--- src/rtl/core/sotab_pkg.sv ---
package sotab_pkg;

    localparam int TABLE_DEPTH_DEF = 32;
    localparam int WORD_WIDTH_DEF  = 32;

    // fixed field widths on the ports
    localparam int CMD_W     = 2;
    localparam int POS_W     = 6;
    localparam int VALUE_W   = 32;
    localparam int STATUS_W  = 2;
    localparam int HIT_W     = 5;
    localparam int COUNT_W   = 6;
    localparam int POLICY_W  = 2;
    localparam int CAP_W     = 6;
    localparam int CFG_IDX_W = 1;
    localparam int CFG_DAT_W = 6;

    localparam int S_DATA_W = 72;
    localparam int S_USER_W = 2;
    localparam int M_DATA_W = 48;

    localparam logic [CAP_W-1:0] CAP_RESET = 6'd32;

    typedef enum logic [CMD_W-1:0] {
        CMD_APPEND = 2'd0,
        CMD_INSERT = 2'd1,
        CMD_DELETE = 2'd2,
        CMD_SEARCH = 2'd3
    } cmd_t;

    typedef enum logic [STATUS_W-1:0] {
        ST_OK        = 2'd0,
        ST_RANGE     = 2'd1,
        ST_FULL      = 2'd2,
        ST_NOT_FOUND = 2'd3
    } status_t;

    typedef enum logic [POLICY_W-1:0] {
        POL_PLAIN     = 2'd0,
        POL_TRANSPOSE = 2'd1,
        POL_FRONT     = 2'd2,
        POL_UNUSED    = 2'd3
    } policy_t;

    typedef enum logic [CFG_IDX_W-1:0] {
        CFG_POLICY   = 1'b0,
        CFG_CAPACITY = 1'b1
    } cfg_idx_t;

    typedef enum logic [2:0] {
        CELL_HOLD   = 3'd0,
        CELL_APPEND = 3'd1,
        CELL_INSERT = 3'd2,
        CELL_DELETE = 3'd3,
        CELL_SWAP   = 3'd4
    } cell_op_t;

    typedef struct packed {
        cell_op_t op;
        logic     swap_front;
        logic     match_en;
    } cell_ctrl_t;

endpackage

--- src/rtl/core/sotab_cell.sv ---
module sotab_cell #(
    parameter int INDEX       = 0,
    parameter int CNT_W       = 6,
    parameter int WORD_WIDTH  = 32
) (
    input  logic                   aclk,
    input  logic                   aresetn,
    input  sotab_pkg::cell_ctrl_t  cell_ctrl,
    input  logic [CNT_W-1:0]       op_pos,
    input  logic [CNT_W-1:0]       op_count,
    input  logic [CNT_W-1:0]       op_hit,
    input  logic [WORD_WIDTH-1:0]  new_word,
    input  logic [WORD_WIDTH-1:0]  key_word,
    input  logic [WORD_WIDTH-1:0]  left_word,
    input  logic [WORD_WIDTH-1:0]  right_word,
    input  logic [WORD_WIDTH-1:0]  front_word,
    input  logic [WORD_WIDTH-1:0]  sel_word,
    output logic [WORD_WIDTH-1:0]  entry_word,
    output logic                   match
);
    import sotab_pkg::*;

    localparam logic [CNT_W-1:0] IDX_C  = CNT_W'(INDEX);
    localparam logic [CNT_W-1:0] IDX_N1 = CNT_W'(INDEX + 1);

    logic [WORD_WIDTH-1:0] entry_reg, entry_next;
    logic                  match_reg;
    logic [CNT_W-1:0]      dst;

    assign dst = cell_ctrl.swap_front ? '0 : (op_hit - 1'b1);

    always_comb begin
        entry_next = entry_reg;
        case (cell_ctrl.op)
            CELL_APPEND: begin
                if (IDX_C == op_count) entry_next = new_word;
            end
            CELL_INSERT: begin
                if (IDX_C == op_pos) begin
                    entry_next = new_word;
                end else if (IDX_C > op_pos && IDX_C <= op_count) begin
                    entry_next = left_word;
                end
            end
            CELL_DELETE: begin
                if (IDX_C >= op_pos && IDX_N1 < op_count) entry_next = right_word;
            end
            CELL_SWAP: begin
                if (IDX_C == dst) begin
                    entry_next = sel_word;
                end else if (IDX_C == op_hit) begin
                    entry_next = cell_ctrl.swap_front ? front_word : left_word;
                end
            end
            default: entry_next = entry_reg;
        endcase
    end

    // entry is payload: no reset, never read before written
    always_ff @(posedge aclk) begin
        entry_reg <= entry_next;
    end

    always_ff @(posedge aclk) begin
        if (!aresetn) begin
            match_reg <= 1'b0;
        end else if (cell_ctrl.match_en) begin
            match_reg <= (entry_reg == key_word) && (IDX_C < op_count);
        end
    end

    assign entry_word = entry_reg;
    assign match      = match_reg;

endmodule

--- config.mk ---
export PLATFORM = sky130hd
export DESIGN_NAME = sotab_cell
export DESIGN_NICKNAME = d
export VERILOG_FILES = /design/src/rtl/core/sotab_pkg.sv /design/src/rtl/core/sotab_cell.sv
export SDC_FILE = /design/constraint.sdc
export NUM_CORES = 1
export LEC_CHECK = 0
export BUFFER_PORTS_ARGS = -buffer_cell sky130_fd_sc_hd__buf_2
export CAP_MARGIN = 30
export CORE_MARGIN = 10
export CORE_UTILIZATION = 35
export DETAILED_ROUTE_END_ITERATION = 16
export GPL_ROUTABILITY_DRIVEN = 0
export PLACE_DENSITY = 0.82
export SLEW_MARGIN = 20
export SYNTH_ARGS = -nofsm -noshare
export SYNTH_HDL_FRONTEND = slang
export SYNTH_SLANG_ARGS = --single-unit
export TNS_END_PERCENT = 100
--- constraint.sdc ---
create_clock -name aclk -period 3.4 [get_ports aclk]
set_clock_uncertainty 0.2 [all_clocks]
set_input_delay 0.68 -clock aclk [delete_from_list [all_inputs] [get_ports aclk]]
set_output_delay 0.68 -clock aclk [all_outputs]
set_load 0.1 [all_outputs]
==> results.yml <==
run_status:
  status: "finished, final reports clean"
global_route:
  first_global_vias: 3833
  grt-ovfl-total: 0
  grt_pass1_wl_um: 19700
  grt_max_degree: 33
  grt_usage_pct: 19.0
  antenna_found_initial: 0
finish:
  largest_reg_flops: 32
  layout-drive-gt1-share_pct: 47.2
  post-route-util_pct: 51.9
  fin_cells: 677
  nets: 790
  syn2layout_area_growth_pct: 43.9
  antenna_cells: 0
critical_path:
  cp_cell_sequence: "buf_2 -> inv_1 -> ha_1 -> xnor2_1 -> a41oi_1 -> nor2_2 -> buf_4 -> a22oi_1 -> o211ai_2"
  critPathBufInv: 3
  path_max_fanout: 20
  r2r_start: "entry_word[6]"
  endpoint_kind: "flip-flop"
  arrival_ns: 2.56
  ff2ff_setup_slack_ns: 1.53
  cp_slowest_cell: "nor2_2"
  rr_worst_depth: 5
  crit_type: "input pin to flip-flop"
  worst_r2r_endpoint: "match"
  slowest_delay_ns: 0.51
  start_kind: "input pin"
  worst-path-stages: 9
  cp_top_family: "buffers and inverters"
  required_ns: 3.33
clock_tree:
  post_cts_resized: 0
  ctsHoldBuffers: 0
  cts_sinks: 33
  clockBufferDepth: 2
  cts_root_buf: "clkbuf_8"
  clk_pin_slew_worst_paths_ns: 0.07
  numCtsBuffers: 5
  tritoncts: "done"
  h-tree-depth: 2
  cts_setup_buffers: 0
  clk_latency_ns: 0.28
synth:
  synth.avg_cell_area_um2: 8.31
  yosys.area_share.adder_pct: 0.844
  synth-compound-area-share_pct: 30.5
  synthXorXnorAreaFrac_pct: 8.57
  ys_seq_area_share_pct: 33.1
  synth_nets: 576
  synthDistinctLibCells: 37
  yosysWarnings: 0
  synthTopCellsByArea: "edfxtp_1, o211ai_2, inv_1"
  synth-simple-area-share_pct: 13.8
  synth-seq-cells: 33
  netlist_area_um2: 2970
  synth_top_family_by_area: "compound AO/OA/AOI/OAI gates"
  muxShareOfSynthArea_pct: 0
  synthCells: 357
  yosysTopAreaCellShare_pct: 32.4
  synth_top_area_cell: "edfxtp_1"
drt:
  wire_per_inst_um: 18.5
  drcViolationCount: 0
  viasPerCell: 5.03
  wl_um: 12500
  vias: 3407
  dr.pass1.iters: 4
  antenna_left: 0
  drt_iter0_markers: 198
floorplanning:
  die_area_um2: 12600
  die_h_um: 112
  initial_core_util_pct: 36.1
  die_x_um: 112
  rows: 33
  coreArea_um2: 8220
  pin_count: 250
power:
  ir_worst_vdd_v: 0.000160
  p_switching_uw: 530
  switching_share_pct: 36.8
  p_clk_share_pct: 27.2
  power.internal_uw: 910
  p_comb_share_pct: 38.0
  p_seq_share_pct: 34.9
  p_leak_uw: 0.00217
  p_per_area_nw_per_um2: 337
sta:
  slew_headroom_pct: 58.5
  period_minus_slack_ns: 2.62
  setup_viol: 0
  tns_ns: 0
  hold_violations: 0
  period_share_pct: 77.2
  max_freq_mhz: 381
  fin_ws_ns: 0.776
  rsz0062_at_grt: "no"
  tightest_slew_ns: 0.622
  slew_viol_final: 0
hold_path:
  hp-start: "match"
  hold_path_class: "flip-flop to flip-flop"
  hold_end: "match"
  holdPathStages: 2
placed_design:
  place_ws_ns: 0.494
  dp.cells: 669
  portBuffers: 217
  dpl.hpwl_um: 10400
run:
  maxCapViolCount: 0
-- metrics by stage --
step | hold slack (ns) | power, µW | cell area (µm²)
after global placement | 0.279 | 1050 | 4150
after global routing | 0.334 | 1520 | 4270
final | 0.306 | 1440 | 4270
after CTS | 0.308 | 1450 | 4270
after detailed placement | 0.297 | 1060 | 4150
after floorplan | 0.621 | 868 | 2970
-- synthesized netlist by cell type (all sizes together) --
master / n
nor3: 2
o2bb2ai: 1
nand3b: 1
xor2: 19
o221ai: 1
nand2: 68
inv: 71
nand2b: 2
or4: 2
a211o: 1
o32a: 2
a22oi: 32
nor2b: 2
nor2: 3
o2111ai: 1
buf: 10
xnor2: 10
nand4: 2
o21ai: 33
a21boi: 1
o211ai: 32
a22o: 1
o41a: 1
a41oi: 1
edfxtp: 32
nand3: 2
clkbuf: 10
dfxtp: 1
a21oi: 2
ha: 2
nor4: 8
o31ai: 1
-- how the worst max path moves through the flow --
stage                     end       from  slack, ns
2_1_floorplan   entry_word[0]  op_pos[0]       0.27
3_3_place_gp    entry_word[1]  op_hit[0]       0.55
3_5_place_dp   entry_word[31]  op_hit[0]       0.49
4_1_cts        entry_word[31]  op_hit[0]       0.79
5_1_grt        entry_word[31]  op_hit[0]       0.63
6_report       entry_word[31]  op_hit[0]       0.78
-- cell families after synthesis --
family                     after synthesis
adders and majority gates                2
DFF                                     33
xor gates and xnor gates                29
AOI/OAI and AO/OA                      110
and+or+nand+nor                         92
buffers and inverters                   91
-- placed cells by master (no fill, tap or decap), types with 2 or more instances in the layout --
cell type,count
buf_2,217
inv_1,71
nand2_1,68
o21ai_0,33
a22oi_1,32
edfxtp_1,32
o211ai_2,30
xor2_1,19
xnor2_1,10
buf_4,9
nor4_1,8
clkbuf_8,6
nand3_1,2
nor3_1,2
o32a_2,2
o211ai_1,2
nand2b_1,2
a21oi_1,2
nand4_1,2
ha_1,2
-- power groups by stage --
stage,Clock [µW],Sequential [µW],Combinational [µW]
detailed placement,0,512,548
floorplan,0,675,194
global route,419,506,592
global placement,0,511,536
CTS,400,503,550
finish,391,502,547
-- worst register-to-register path: cells and delay by family, from the launching register on --
family	cells	cell delay, ns
AO/OA/AOI/OAI	2	0.48
XOR/XNOR	1	0.18
flip-flops	1	0.47
AND/OR/NAND/NOR	2	0.45
-- per-layer routing --
metal / GRT usage, % / share of wire [%] / vias up
met5: 0 / 0 / -
met4: 6.60 / 2.3 / 0
met3: 6.23 / 9.1 / 18
met2: 33.8 / 49 / 170
met1: 20.7 / 39 / 1551
li1: - / - / 1668
-- area by class of cell --
cell class | count | area (µm²)
sequential | 33 | 981
multi-input combinational | 233 | 1600
clock inverter | 1 | 30.0
tap | 105 | 131
fill | 775 | 3950
timing repair buffer | 227 | 1170
inverter | 71 | 267
clock buffer | 7 | 86.3
No activity file was read; power rests on OpenSTA's default activity.
