## src/rtl/core/sotab_pkg.sv

```systemverilog
package sotab_pkg;

    localparam int TABLE_DEPTH_DEF = 32;
    localparam int WORD_WIDTH_DEF  = 32;

    // fixed field widths on the ports
    localparam int CMD_W     = 2;
    localparam int POS_W     = 6;
    localparam int VALUE_W   = 32;
    localparam int STATUS_W  = 2;
    localparam int HIT_W     = 5;
    localparam int COUNT_W   = 6;
    localparam int POLICY_W  = 2;
    localparam int CAP_W     = 6;
    localparam int CFG_IDX_W = 1;
    localparam int CFG_DAT_W = 6;

    localparam int S_DATA_W = 72;
    localparam int S_USER_W = 2;
    localparam int M_DATA_W = 48;

    localparam logic [CAP_W-1:0] CAP_RESET = 6'd32;

    typedef enum logic [CMD_W-1:0] {
        CMD_APPEND = 2'd0,
        CMD_INSERT = 2'd1,
        CMD_DELETE = 2'd2,
        CMD_SEARCH = 2'd3
    } cmd_t;

    typedef enum logic [STATUS_W-1:0] {
        ST_OK        = 2'd0,
        ST_RANGE     = 2'd1,
        ST_FULL      = 2'd2,
        ST_NOT_FOUND = 2'd3
    } status_t;

    typedef enum logic [POLICY_W-1:0] {
        POL_PLAIN     = 2'd0,
        POL_TRANSPOSE = 2'd1,
        POL_FRONT     = 2'd2,
        POL_UNUSED    = 2'd3
    } policy_t;

    typedef enum logic [CFG_IDX_W-1:0] {
        CFG_POLICY   = 1'b0,
        CFG_CAPACITY = 1'b1
    } cfg_idx_t;

    typedef enum logic [2:0] {
        CELL_HOLD   = 3'd0,
        CELL_APPEND = 3'd1,
        CELL_INSERT = 3'd2,
        CELL_DELETE = 3'd3,
        CELL_SWAP   = 3'd4
    } cell_op_t;

    typedef struct packed {
        cell_op_t op;
        logic     swap_front;
        logic     match_en;
    } cell_ctrl_t;

endpackage

```

## src/rtl/core/sotab_ctrl.sv

```systemverilog
module sotab_ctrl #(
    parameter int TABLE_DEPTH = sotab_pkg::TABLE_DEPTH_DEF,
    parameter int WORD_WIDTH  = sotab_pkg::WORD_WIDTH_DEF,
    parameter int CNT_W       = $clog2(TABLE_DEPTH + 1),
    parameter int IDX_W       = $clog2(TABLE_DEPTH)
) (
    input  logic                           aclk,
    input  logic                           aresetn,
    // config
    input  logic                           cfg_wr_en,
    input  logic [sotab_pkg::CFG_IDX_W-1:0] cfg_index,
    input  logic [sotab_pkg::CFG_DAT_W-1:0] cfg_wdata,
    // command side
    input  logic                           in_valid,
    output logic                           in_ready,
    input  logic [sotab_pkg::CMD_W-1:0]    in_cmd,
    input  logic [sotab_pkg::POS_W-1:0]    in_pos,
    input  logic [WORD_WIDTH-1:0]          in_word,
    // cell row
    output sotab_pkg::cell_ctrl_t          cell_ctrl,
    output logic [CNT_W-1:0]               op_pos,
    output logic [CNT_W-1:0]               op_count,
    output logic [CNT_W-1:0]               op_hit,
    output logic [WORD_WIDTH-1:0]          op_word,
    output logic [WORD_WIDTH-1:0]          sel_word,
    input  logic [TABLE_DEPTH-1:0]         match_vec,
    input  logic [WORD_WIDTH-1:0]          entry_words [TABLE_DEPTH],
    // result side
    output logic                           out_valid,
    input  logic                           out_ready,
    output logic [sotab_pkg::STATUS_W-1:0] out_status,
    output logic [sotab_pkg::HIT_W-1:0]    out_hit,
    output logic [sotab_pkg::VALUE_W-1:0]  out_removed,
    output logic [sotab_pkg::COUNT_W-1:0]  out_count
);
    import sotab_pkg::*;

    localparam int CMP_W = (CNT_W > POS_W) ? CNT_W : POS_W;
    localparam logic [CMP_W-1:0] DEPTH_C = CMP_W'(TABLE_DEPTH);

    typedef enum logic [1:0] {
        S_IDLE = 2'b01,
        S_EXEC = 2'b10
    } state_t;

    state_t                state_reg, state_next;
    logic [CNT_W-1:0]      count_reg, count_next;
    logic [POLICY_W-1:0]   policy_reg;
    logic [CAP_W-1:0]      cap_reg;
    cmd_t                  cmd_reg;
    logic [POS_W-1:0]      pos_reg;
    logic [WORD_WIDTH-1:0] word_reg;

    logic                  out_valid_reg;
    status_t               status_reg, status_next;
    logic [HIT_W-1:0]      hit_reg, hit_next;
    logic [VALUE_W-1:0]    removed_reg, removed_next;
    logic [COUNT_W-1:0]    cnt_out_reg;

    logic                  accept, exec_go, found, full;
    logic [IDX_W-1:0]      hit_idx, sel_idx;
    logic [CMP_W-1:0]      pos_c, cnt_c, lim_c, cap_c;
    cell_op_t              op_next;
    logic                  swap_front;

    assign in_ready = (state_reg == S_IDLE);
    assign accept   = in_valid && in_ready;
    assign exec_go  = (state_reg == S_EXEC) && (!out_valid_reg || out_ready);

    // first match over the registered compare results
    always_comb begin
        found   = 1'b0;
        hit_idx = '0;
        for (int i = TABLE_DEPTH - 1; i >= 0; i--) begin
            if (match_vec[i]) begin
                found   = 1'b1;
                hit_idx = IDX_W'(i);
            end
        end
    end

    assign sel_idx  = (cmd_reg == CMD_DELETE) ? IDX_W'(pos_reg) : hit_idx;
    assign sel_word = entry_words[sel_idx];

    assign pos_c = CMP_W'(pos_reg);
    assign cnt_c = CMP_W'(count_reg);
    assign lim_c = CMP_W'(cap_reg);
    assign cap_c = (lim_c > DEPTH_C) ? DEPTH_C : lim_c;
    assign full  = (cnt_c >= cap_c);

    always_comb begin
        status_next  = ST_OK;
        hit_next     = '0;
        removed_next = '0;
        count_next   = count_reg;
        op_next      = CELL_HOLD;
        swap_front   = 1'b0;
        case (cmd_reg)
            CMD_APPEND: begin
                if (full) begin
                    status_next = ST_FULL;
                end else begin
                    op_next    = CELL_APPEND;
                    count_next = count_reg + 1'b1;
                end
            end
            CMD_INSERT: begin
                if (pos_c > cnt_c) begin
                    status_next = ST_RANGE;
                end else if (full) begin
                    status_next = ST_FULL;
                end else begin
                    op_next    = CELL_INSERT;
                    count_next = count_reg + 1'b1;
                end
            end
            CMD_DELETE: begin
                if (pos_c >= cnt_c) begin
                    status_next = ST_RANGE;
                end else begin
                    op_next      = CELL_DELETE;
                    removed_next = VALUE_W'(sel_word);
                    count_next   = count_reg - 1'b1;
                end
            end
            CMD_SEARCH: begin
                if (!found) begin
                    status_next = ST_NOT_FOUND;
                end else begin
                    hit_next = HIT_W'(hit_idx);
                    if (hit_idx != '0) begin
                        if (policy_reg == POL_TRANSPOSE) begin
                            op_next = CELL_SWAP;
                        end else if (policy_reg == POL_FRONT) begin
                            op_next    = CELL_SWAP;
                            swap_front = 1'b1;
                        end
                    end
                end
            end
            default: status_next = ST_OK;
        endcase
    end

    always_comb begin
        state_next = state_reg;
        case (state_reg)
            S_IDLE:  if (accept)  state_next = S_EXEC;
            S_EXEC:  if (exec_go) state_next = S_IDLE;
            default: state_next = S_IDLE;
        endcase
    end

    always_ff @(posedge aclk) begin
        if (!aresetn) begin
            state_reg     <= S_IDLE;
            count_reg     <= '0;
            policy_reg    <= POL_PLAIN;
            cap_reg       <= CAP_RESET;
            out_valid_reg <= 1'b0;
        end else begin
            state_reg <= state_next;
            if (exec_go) count_reg <= count_next;
            if (cfg_wr_en) begin
                case (cfg_idx_t'(cfg_index))
                    CFG_POLICY:   policy_reg <= cfg_wdata[POLICY_W-1:0];
                    CFG_CAPACITY: cap_reg    <= cfg_wdata[CAP_W-1:0];
                    default:      policy_reg <= policy_reg;
                endcase
            end
            if (exec_go) begin
                out_valid_reg <= 1'b1;
            end else if (out_ready) begin
                out_valid_reg <= 1'b0;
            end
        end
    end

    always_ff @(posedge aclk) begin
        if (accept) begin
            cmd_reg  <= cmd_t'(in_cmd);
            pos_reg  <= in_pos;
            word_reg <= in_word;
        end
        if (exec_go) begin
            status_reg  <= status_next;
            hit_reg     <= hit_next;
            removed_reg <= removed_next;
            cnt_out_reg <= COUNT_W'(count_next);
        end
    end

    always_comb begin
        cell_ctrl.op         = exec_go ? op_next : CELL_HOLD;
        cell_ctrl.swap_front = swap_front;
        cell_ctrl.match_en   = accept;
    end

    assign op_pos   = CNT_W'(pos_reg);
    assign op_count = count_reg;
    assign op_hit   = CNT_W'(hit_idx);
    assign op_word  = word_reg;

    assign out_valid   = out_valid_reg;
    assign out_status  = status_reg;
    assign out_hit     = hit_reg;
    assign out_removed = removed_reg;
    assign out_count   = cnt_out_reg;

endmodule

```

## config.mk

```make
export PLATFORM = sky130hd
export DESIGN_NAME = sotab_ctrl
export DESIGN_NICKNAME = d
export VERILOG_FILES = /design/src/rtl/core/sotab_pkg.sv /design/src/rtl/core/sotab_ctrl.sv
export SDC_FILE = /design/constraint.sdc
export NUM_CORES = 1
export LEC_CHECK = 0
export ABC_AREA = 0
export BUFFER_PORTS_ARGS = -buffer_cell sky130_fd_sc_hd__buf_2
export CAP_MARGIN = 20
export CELL_PAD_IN_SITES_DETAIL_PLACEMENT = 1
export CELL_PAD_IN_SITES_GLOBAL_PLACEMENT = 2
export CORE_AREA = 8 8 475 477
export CTS_CLUSTER_SIZE = 40
export DETAILED_ROUTE_END_ITERATION = 10
export DIE_AREA = 0 0 483 485
export GPL_ROUTABILITY_DRIVEN = 0
export MAX_ROUTING_LAYER = met4
export PLACE_DENSITY = 0.35
export SLEW_MARGIN = 20
export SYNTH_ARGS = -nofsm -noshare
export SYNTH_HDL_FRONTEND = slang
export SYNTH_SLANG_ARGS = --single-unit
```

## constraint.sdc

```tcl
create_clock -name aclk -period 4.8 [get_ports aclk]
set_input_delay 0.72 -clock aclk [delete_from_list [all_inputs] [get_ports aclk]]
set_output_delay 0.72 -clock aclk [all_outputs]
set_load 0.1 [all_outputs]
```

==> results of run 1 <==
-- layout make-up --
cell class                 count  area, um2  area share [%]
sequential                   102       2893           8.632
timing repair buffer        1756      11950           35.67
tap                         2871       3592           10.72
multi-input combinational   1938      14420           43.03
clock buffer                   9      225.2          0.6721
inverter                      24      92.59          0.2763
antenna                      100      250.2          0.7467
clock inverter                 7      86.33          0.2576
-- worst max path at each step --
| stage | start | to | slack (ns) |
|---|---|---|---|
| 2_1_floorplan | match_vec[7] | cell_ctrl[4] | -0.42 |
| 3_3_place_gp | match_vec[16] | sel_word[12] | -0.72 |
| 3_5_place_dp | match_vec[8] | sel_word[12] | -0.66 |
| 4_1_cts | match_vec[8] | sel_word[12] | -0.01 |
| 5_1_grt | match_vec[0] | sel_word[10] | -0.04 |
| 6_report | match_vec[8] | sel_word[18] | 0.06 |
-- cells in the final DEF (no fill, tap or decap), types with 40 or more instances in the layout --
cell type	count
a31oi_1	56
diode_2	100
mux2i_1	195
mux4_2	84
buf_2	1206
edfxtp_1	85
buf_12	115
a311oi_1	43
nor2_1	74
nand3_1	134
buf_4	397
o21ai_0	40
nand2_1	652
a21oi_1	61
and3_1	66
-- worst max-delay path: cells and delay by family --
family | cells | cell delay, ns
AOI/OAI and AO/OA | 5 | 1.17
buffers and inverters | 5 | 1.05
and+or+nand+nor | 2 | 0.82
muxes | 1 | 0.19
-- routing by layer --
metal  global-route usage, %  share of wire (%)  up-vias
li1                        -                  -    11880
met1                   20.18                 41    12760
met2                   31.86                 51     1150
met3                   4.751                6.3      236
met4                   2.717                1.9        0
met5                       -                  0        -
-- power breakdown --
group          leakage, nW  internal, W  switching, W
registers            0.930     0.000996     0.0000200
clock network        0.151     0.000378      0.000537
logic                 13.3      0.00174       0.00260
-- metrics by stage --
step	total power (W)	std cells	TNS (ns)
6_report	0.006265	6807	0
4_1_cts	0.006387	6687	-0.02207
5_1_grt	0.006613	6797	-0.1774
3_3_place_gp	0.005217	6633	-11.95
3_5_place_dp	0.005218	6633	-11.11
2_1_floorplan	0.002937	2286	-0.4185
-- cells by family after synthesis --
logic type,after synthesis,synth area share (%)
AOI/OAI and AO/OA,520,22.59
xor gates and xnor gates,8,0.4067
adders and majority gates,15,1.089
buffers and inverters,246,7.168
DFF,102,16.79
muxes,313,24.35
other,1,0.02177
and+or+nand+nor,1081,27.58
-- repair_timing --
action / in CTS / in global routing
gates resized for setup: 144 / 77
setup buffers: 33 / 23
endpoints found under the setup margin: 32 / 32
pin swaps: 29 / 36
hold buffers: 0 / 0
gates cloned: 5 / 4
==> impl_metrics.csv, run 1 <==
group,metric,value,unit
final_layout,design_area,33510,um2
global_route,grt_max_degree,73,
floorplanning,core-area,218200,um2
synth,synth_largest_area_cell,"edfxtp_1",
timing,fmax,0.2111,GHz
worst_hold_path,worstHoldStart,"in_word[25]",
route,ant_nets,0,
floorplanning,ios,1242,
clock_network,htree_levels,3,
final_layout,nFillCells,26180,
worst_setup_path,ff2ff_setup_slack,0.61,ns
worst_setup_path,rr_startpoint,"op_count[2]$_SDFFE_PN0P_",
timing,skew,0.03289,ns
timing,setup_viol,0,
job,maxCapViolCount,0,
synth,synth-seq-area-share,16.79,%
synth,yosys_register_bits,102,
route,drtPass1Iterations,5,
synth,yosys_warnings,0,
timing,fin_crit,4.737,ns
timing,rsz0062_at_grt,"true",
placement,dpl_cell_area,31110,um2
route,wl,214100,um
synth,syn_area,17230,um2
power,ir_worst_vdd,0.0002015,V
worst_hold_path,hp-class,"input port to register",
route,wl_per_cell,31.46,um
synth,ys_top_cells_by_area,"edfxtp_1, nand2_1, mux2i_1",
synth,synthFlopType,"edfxtp_1",
timing,max-slew-margin-rel,30.37,%
timing,fin_crit_sh,98.69,%
placement,pre_cts_ws,-0.6563,ns
global_route,grt-ovfl-total,0,
floorplanning,start_util,7.895,%
synth,yosysMostFrequentCell,"nand2_1",
final_layout,area_growth,94.52,%
clock_network,clk_pin_slew_worst_paths,0.12,ns
global_route,antenna_found_initial,202,
route,drc_errors,0,
synth,synth_top_area_share,14.82,%
synth,synth_common_cells,"nand2_1, mux2i_1, nand3_1, clkbuf_1, edfxtp_1",
power,powerDensity,186.9,nW/um2
timing,fin_ws,0.06294,ns
final_layout,layout-drive-gt1-share,53.68,%
timing,drv_slew,0,
timing,holdWs,0.4288,ns
clock_network,cts_buffer_depth,2,
worst_setup_path,path_max_fanout,13,
clock_network,cts_sinks,102,
worst_setup_path,r2r-end,"op_count[5]$_SDFFE_PN0P_",
final_layout,fin_util,15.36,%
timing,tightest_slew,1.042,ns
synth,synthesis.nets,3409,
clock_network,cts_inserted_buffers,9,
floorplanning,die_w,483,um
timing,hold_viol_final,0,
floorplanning,rows,172,
worst_hold_path,min_path_cells,1,
worst_setup_path,reg2regPathDepth,11,
route,vias_per_cell,3.823,
clock_network,cts_tree,"done",
worst_setup_path,crit_required,4.08,ns
synth,synth.distinct_cells,86,
worst_setup_path,crit_path_end_kind,"output pin",
global_route,grt_pass1_wl,275800,um
synth,synth_area_per_cell,7.536,um2
placement,dpl.hpwl,188300,um
worst_setup_path,worst-setup-path-type,"input port to output pin",
outcome,status,"finished clean",
placement,numPortBuffers,1240,
worst_setup_path,worst_path_most_repeated_cell,"buf_12",
global_route,grtUsageTotal,17.76,%
route,vias,26020,
global_route,grt_pass1_vias,28060,
worst_setup_path,slowest_stage,"or4_4",
power,p_leak,14.41,nW
clock_network,cts_root_buf,"clkbuf_16",
worst_setup_path,crit_arrival,4.02,ns
synth,synthArstFlopShare,0,%
worst_hold_path,min_to,"op_word[25]$_DFFE_PP_",
worst_setup_path,startpoint_type,"input port",
final_layout,nets,4954,
floorplanning,die_height,485,um
synth,synth_edf_count,85,
route,drt-initial-drc-count,1249,
worst_setup_path,crit_path_max_incr_delay,0.56,ns
worst_setup_path,crit_path_cell_trace,"buf_2 > or4_4 > a21oi_4 > o211ai_4 > o21ai_4 > buf_12 > buf_4 > bufbuf_16 > mux2i_1 > a221oi_1 > o41ai_1 > nand3_2 > buf_12",
floorplanning,die-area,234300,um2
clock_network,insertion_delay,0.45,ns
synth,synthCells,2286,
Note: power is estimated with default switching activity, not from simulation.
==> run 2: changes to the inputs <==
- ABC_AREA: 0 -> 1
- CORE_AREA: 8 8 475 477 -> 8 8 478 480
- DIE_AREA: 0 0 483 485 -> 0 0 486 488
- PLACE_DENSITY: 0.35 -> 0.39
==> run 2 against run 1 <==
The run now ends with negative setup slack left. Wire length is 2.6% higher. Worst hold slack got worse by 0.0045 ns. Die area rose by 1.2%. Final cell count up 17%. Critical path type unchanged. Critical endpoint unchanged. Largest cell class unchanged.
==> impl_metrics.csv, run 2 <==
group,metric,value,unit
final_layout,stdcell_count,7956,
worst_setup_path,worst-setup-path-type,"input port to output pin",
synth,ys_top_cells_by_area,"nand3_1, nand2_1, edfxtp_1",
clock_network,htree_levels,3,
timing,setup_viol,32,
route,ant_nets,0,
worst_setup_path,slowest_stage,"nand3_1",
synth,synth_edf_count,85,
timing,fmax,0.1869,GHz
power,seqPwrFrac,14.1,%
clock_network,cts_root_buf,"clkbuf_16",
global_route,grt_pass1_vias,31730,
clock_network,cts_inserted_buffers,9,
floorplanning,start_util,8.168,%
final_layout,nets,5987,
placement,numPortBuffers,1240,
synth,synth_largest_area_cell,"nand3_1",
power,powerDensity,203.5,nW/um2
worst_hold_path,hp-class,"input port to register",
timing,tightest_slew,0.7524,ns
worst_hold_path,worstHoldStart,"in_word[8]",
worst_setup_path,crit_arrival,4.63,ns
worst_setup_path,startpoint_type,"input port",
placement,placed_cells,7774,
synth,synth-seq-area-share,16.03,%
floorplanning,die_height,488,um
synth,yosys_register_bits,102,
global_route,grt_max_degree,52,
power,p_switching,0.003863,W
power,power,0.007222,W
route,wl,219800,um
power,ir_worst_vdd,0.0001645,V
route,vias,28960,
final_layout,area_growth,96.64,%
final_layout,mostFrequentLayoutCell,"buf_2",
route,top_layer_used,"met4",
timing,holdWs,0.4242,ns
synth,synth_top_area_share,31.50,%
timing,max-slew-margin-rel,49.20,%
floorplanning,ios,1242,
synth,syn_area,18050,um2
worst_setup_path,rr_startpoint,"cmd_reg[0]$_DFFE_PP_",
synth,yosys_warnings,0,
power,internal_power,0.003359,W
global_route,antenna_found_initial,176,
synth,yosysMostFrequentCell,"nand3_1",
worst_setup_path,crit_path_max_incr_delay,0.25,ns
timing,hold_viol_final,0,
global_route,grt_pass1_wl,285600,um
synth,synthFlopType,"edfxtp_1",
global_route,grtUsageTotal,17.94,%
power,power_frac_comb,72.8,%
worst_setup_path,crit_required,4.08,ns
clock_network,hold_buffers,0,
final_layout,fin_util,16.06,%
route,wl_met1,92940,um
clock_network,cts_sinks,102,
power,p_leak,18.27,nW
route,drc_errors,0,
route,drtPass1Iterations,5,
clock_network,insertion_delay,0.47,ns
synth,synthArstFlopShare,0,%
timing,finalSetupTns,-15.00,ns
route,wl_met3,13480,um
route,wl_per_cell,27.63,um
final_layout,mostFrequentLayoutCells,"buf_2, nand2_1, nand3_1, inv_1, buf_4",
global_route,grt-ovfl-total,0,
synth,synth_common_cells,"nand3_1, nand2_1, inv_1, clkbuf_1, nand3b_1",
placement,dpl.hpwl,187700,um
route,drt-initial-drc-count,1221,
timing,rsz0062_at_grt,"true",
clock_network,cts_buffer_depth,2,
worst_setup_path,ff2ff_setup_slack,1.47,ns
synth,synthCells,3458,
floorplanning,core-area,221000,um2
timing,fin_ws,-0.5496,ns
worst_setup_path,worst_path_most_repeated_cell,"nand2_1",
synth,synthesis.nets,4581,
synth,synth.distinct_cells,37,
power,clockPowerShare,13.0,%
job,maxCapViolCount,0,
timing,fin_crit_sh,111.4,%
route,vias_per_cell,3.639,
floorplanning,die_w,486,um
outcome,violations,"negative setup slack",
floorplanning,rows,173,
power,sw_frac_of_total,53.49,%
timing,fin_crit,5.350,ns
timing,drv_slew,0,
floorplanning,die-area,237200,um2
worst_setup_path,path_max_fanout,21,
worst_setup_path,crit_path_end_kind,"output pin",
synth,synth_area_per_cell,5.220,um2
clock_network,cts_tree,"done",
outcome,status,"finished with violations",
timing,skew,0.03517,ns
route,met2_wirelength,109800,um
worst_setup_path,crit_start,"match_vec[30]",
final_layout,layout-drive-gt1-share,43.21,%
clock_network,clk_pin_slew_worst_paths,0.13,ns
==> run 2: cell types whose count changed after synthesis, moves of 49 or more <==
cell      change
a221oi_1     -57
a311oi_1     -49
a31oi_1      -55
and3_1       -66
inv_1       +506
mux2i_1     -220
mux4_2       -84
nand2_1     +474
nand3_1     +988
nand3b_1     +95
==> run 2: cells by family (layout without fill, tap and decap cells) <==
family / after synthesis / in the layout / share of synthesized area [%]
xor gates and xnor gates: 4 / 4 / 0.1941
and+or+nand+nor: 2459 / 2459 / 61.18
buffers and inverters: 812 / 2223 / 19.39
adders and majority gates: 15 / 15 / 1.040
AOI/OAI and AO/OA: 65 / 65 / 2.142
DFF: 102 / 102 / 16.03
other: 1 / 113 / 0.02077
==> run 2: stage by stage <==
stage	area [um2]	setup WS [ns]
6_report	35500	-0.5496
2_1_floorplan	18210	-0.1075
3_5_place_dp	31390	-1.174
5_1_grt	35450	-0.9635
4_1_cts	33990	-0.7385
3_3_place_gp	31390	-1.418
==> run 2: repair_timing <==
item | 4_1_cts | 5_1_grt
pin swaps | 41 | 70
gates resized for setup | 358 | 228
buffers inserted | 33 | 17
endpoints found under the setup margin | 34 | 35
gates cloned | 14 | 9
==> run 2: area by class of cell <==
cell class	instances	area, um2
multi-input combinational	2544	13990
antenna	112	280.3
tap	2975	3722
sequential	102	2893
fill	27310	185500
inverter	532	2135
timing repair buffer	1675	12180
clock inverter	6	65.06
clock buffer	10	229.0
==> run 2: path summary, 6_finish.rpt <==
kind                                         to  cells past startpoint
setup reg to reg  out_removed[28]$_SDFFCE_PP0P_                     14
hold reg to reg         cap_reg[0]$_SDFFE_PN0P_                      2
hold / removal             op_word[8]$_DFFE_PP_                      1
setup / recovery                   sel_word[18]                     46
==> run 2: power by group through the flow <==
stage	clock network [W]	logic, W	registers (W)
after floorplan	0	0.00198	0.00122
after global placement	0	0.00483	0.00104
after detailed placement	0	0.00482	0.00104
after CTS	0.00105	0.00525	0.00102
after global routing	0.00103	0.00567	0.00103
final	0.000941	0.00526	0.00102
==> run 2: worst max-delay path: cells and delay by family <==
| kind | cells | cell delay (ns) |
|---|---|---|
| buffers and inverters | 8 | 1.02 |
| and+or+nand+nor | 38 | 2.78 |
==> run 2: layer usage <==
layer	track usage, %	vias up
met2	31.82	1036
met3	4.411	184
met5	-	-
met1	20.94	13700
li1	-	14040
met4	2.603	0
==> run 3: changes to the inputs <==
- CTS_BUF_LIST: default -> sky130_fd_sc_hd__clkbuf_16
==> run 3 against run 2 <==
Combinational power hardly changed. First-iteration DRC count unchanged. The run still ends with negative setup slack left. Die area unchanged. Via count about the same. Global-route usage is the same. Largest cell class unchanged. Worst hold slack is essentially flat. Sequential power about the same. Worst setup slack unchanged. Clock power about the same.
==> impl_metrics.csv, run 3 (synthesis results as in run 2) <==
group,metric,value,unit
clock_network,hold_buffers,0,
final_layout,nFillCells,27310,
timing,fmax,0.1869,GHz
floorplanning,die_height,488,um
worst_setup_path,ff2ff_setup_slack,1.46,ns
route,drc_errors,0,
timing,fin_crit_sh,111.4,%
timing,hold_viol_final,0,
timing,skew,0.03422,ns
final_layout,layout-drive-gt1-share,43.21,%
global_route,grt_pass1_vias,31730,
floorplanning,start_util,8.168,%
timing,tightest_slew,0.7524,ns
clock_network,cts_root_buf,"clkbuf_16",
worst_setup_path,reg2regPathDepth,14,
worst_setup_path,crit_arrival,4.63,ns
global_route,grtUsageTotal,17.94,%
final_layout,design_area,35500,um2
clock_network,cts_tree,"done",
floorplanning,die-area,237200,um2
route,vias_per_cell,3.640,
global_route,grt-ovfl-total,0,
route,drt-initial-drc-count,1221,
worst_setup_path,startpoint_type,"input port",
floorplanning,die_w,486,um
global_route,grt_pass1_wl,285600,um
final_layout,multi_input_area,13990,um2
route,vias,28960,
power,p_leak,18.27,nW
floorplanning,ios,1242,
final_layout,seqCellArea,2893,um2
worst_setup_path,worst-setup-path-type,"input port to output pin",
route,drtPass1Iterations,5,
route,wl_per_cell,27.63,um
power,ir_worst_vdd,0.0001645,V
timing,max-slew-margin-rel,49.20,%
route,ant_nets,0,
worst_setup_path,slowest_stage,"nand3_1",
final_layout,mostFrequentLayoutCell,"buf_2",
clock_network,cts_buffer_depth,2,
floorplanning,rows,173,
timing,fin_ws,-0.5496,ns
clock_network,clk_pin_slew_worst_paths,0.13,ns
global_route,grt_max_degree,52,
final_layout,nets,5987,
worst_setup_path,worst_path_most_repeated_cell,"nand2_1",
final_layout,area_growth,96.64,%
outcome,status,"finished with violations",
route,wl,219800,um
worst_setup_path,crit_path_end_kind,"output pin",
worst_setup_path,path_max_fanout,21,
job,maxCapViolCount,0,
placement,pre_cts_ws,-1.174,ns
clock_network,cts_sinks,102,
clock_network,htree_levels,3,
outcome,violations,"negative setup slack",
timing,fin_crit,5.350,ns
worst_hold_path,min_path_cells,1,
timing,drv_slew,0,
floorplanning,core-area,221000,um2
worst_hold_path,hp-class,"input port to register",
placement,dpl_cell_area,31390,um2
clock_network,insertion_delay,0.47,ns
power,powerDensity,203.4,nW/um2
final_layout,mostFrequentLayoutCells,"buf_2, nand2_1, nand3_1, inv_1, buf_4",
timing,rsz0062_at_grt,"true",
placement,numPortBuffers,1240,
worst_setup_path,crit_path_max_incr_delay,0.25,ns
global_route,antenna_found_initial,176,
timing,setup_viol,32,
clock_network,cts_inserted_buffers,9,
worst_setup_path,crit_required,4.08,ns
placement,dpl.hpwl,187700,um
## run 3: worst max-delay path: cells and delay by family
family                 cells  cell delay, ns
buffers and inverters      8            1.02
AND/OR/NAND/NOR           38            2.78
## run 3: report_power, final
part / switching [W] / internal, W
Combinational: 0.00327 / 0.00199
Sequential: 0.0000221 / 0.000998
Clock: 0.000569 / 0.000371
Total: 0.00386 / 0.00336
## run 3: metal layers
metal  part of all wire (%)  global-route usage, %
met1                     42                  20.94
met2                     50                  31.82
met3                    6.1                  4.411
met4                    1.6                  2.603
met5                      0                      -
## run 3: worst paths after layout
path / start / endpoint
max: match_vec[30] / sel_word[18]
min: in_word[8] / op_word[8]$_DFFE_PP_
max reg2reg: cmd_reg[0]$_DFFE_PP_ / out_removed[28]$_SDFFCE_PP0P_
min reg2reg: cap_reg[0]$_SDFFE_PN0P_ / cap_reg[0]$_SDFFE_PN0P_
## run 3: through the flow
stage | cells | TNS, ns | util, % | power [W] | hold WS [ns]
2_1_floorplan | 3458 | -0.2150 | - | 0.003207 | 0.4304
3_3_place_gp | 7774 | -54.05 | 14.20 | 0.005867 | 0.4510
3_5_place_dp | 7774 | -39.69 | 14.20 | 0.005858 | 0.4605
4_1_cts | 7833 | -21.02 | 15.38 | 0.007318 | 0.3568
5_1_grt | 7939 | -29.15 | 16.04 | 0.007723 | 0.3837
6_report | 7956 | -15.00 | 16.06 | 0.007221 | 0.4242
## run 3: cell type report
type	instances	share of cell area, %
antenna	112	0.7896
timing repair buffer	1675	34.31
inverter	532	6.013
multi-input combinational	2544	39.43
clock buffer	9	0.6345
sequential	102	8.149
tap	2975	10.49
clock inverter	7	0.1939
## run 3: repair_timing
| item | in CTS | in global routing |
|---|---|---|
| buffers inserted | 33 | 17 |
| endpoints found under the hold margin | 0 | 0 |
| endpoints found under the setup margin | 34 | 35 |
| pin swaps | 41 | 70 |
| cloned | 14 | 9 |
| resized for setup | 358 | 228 |
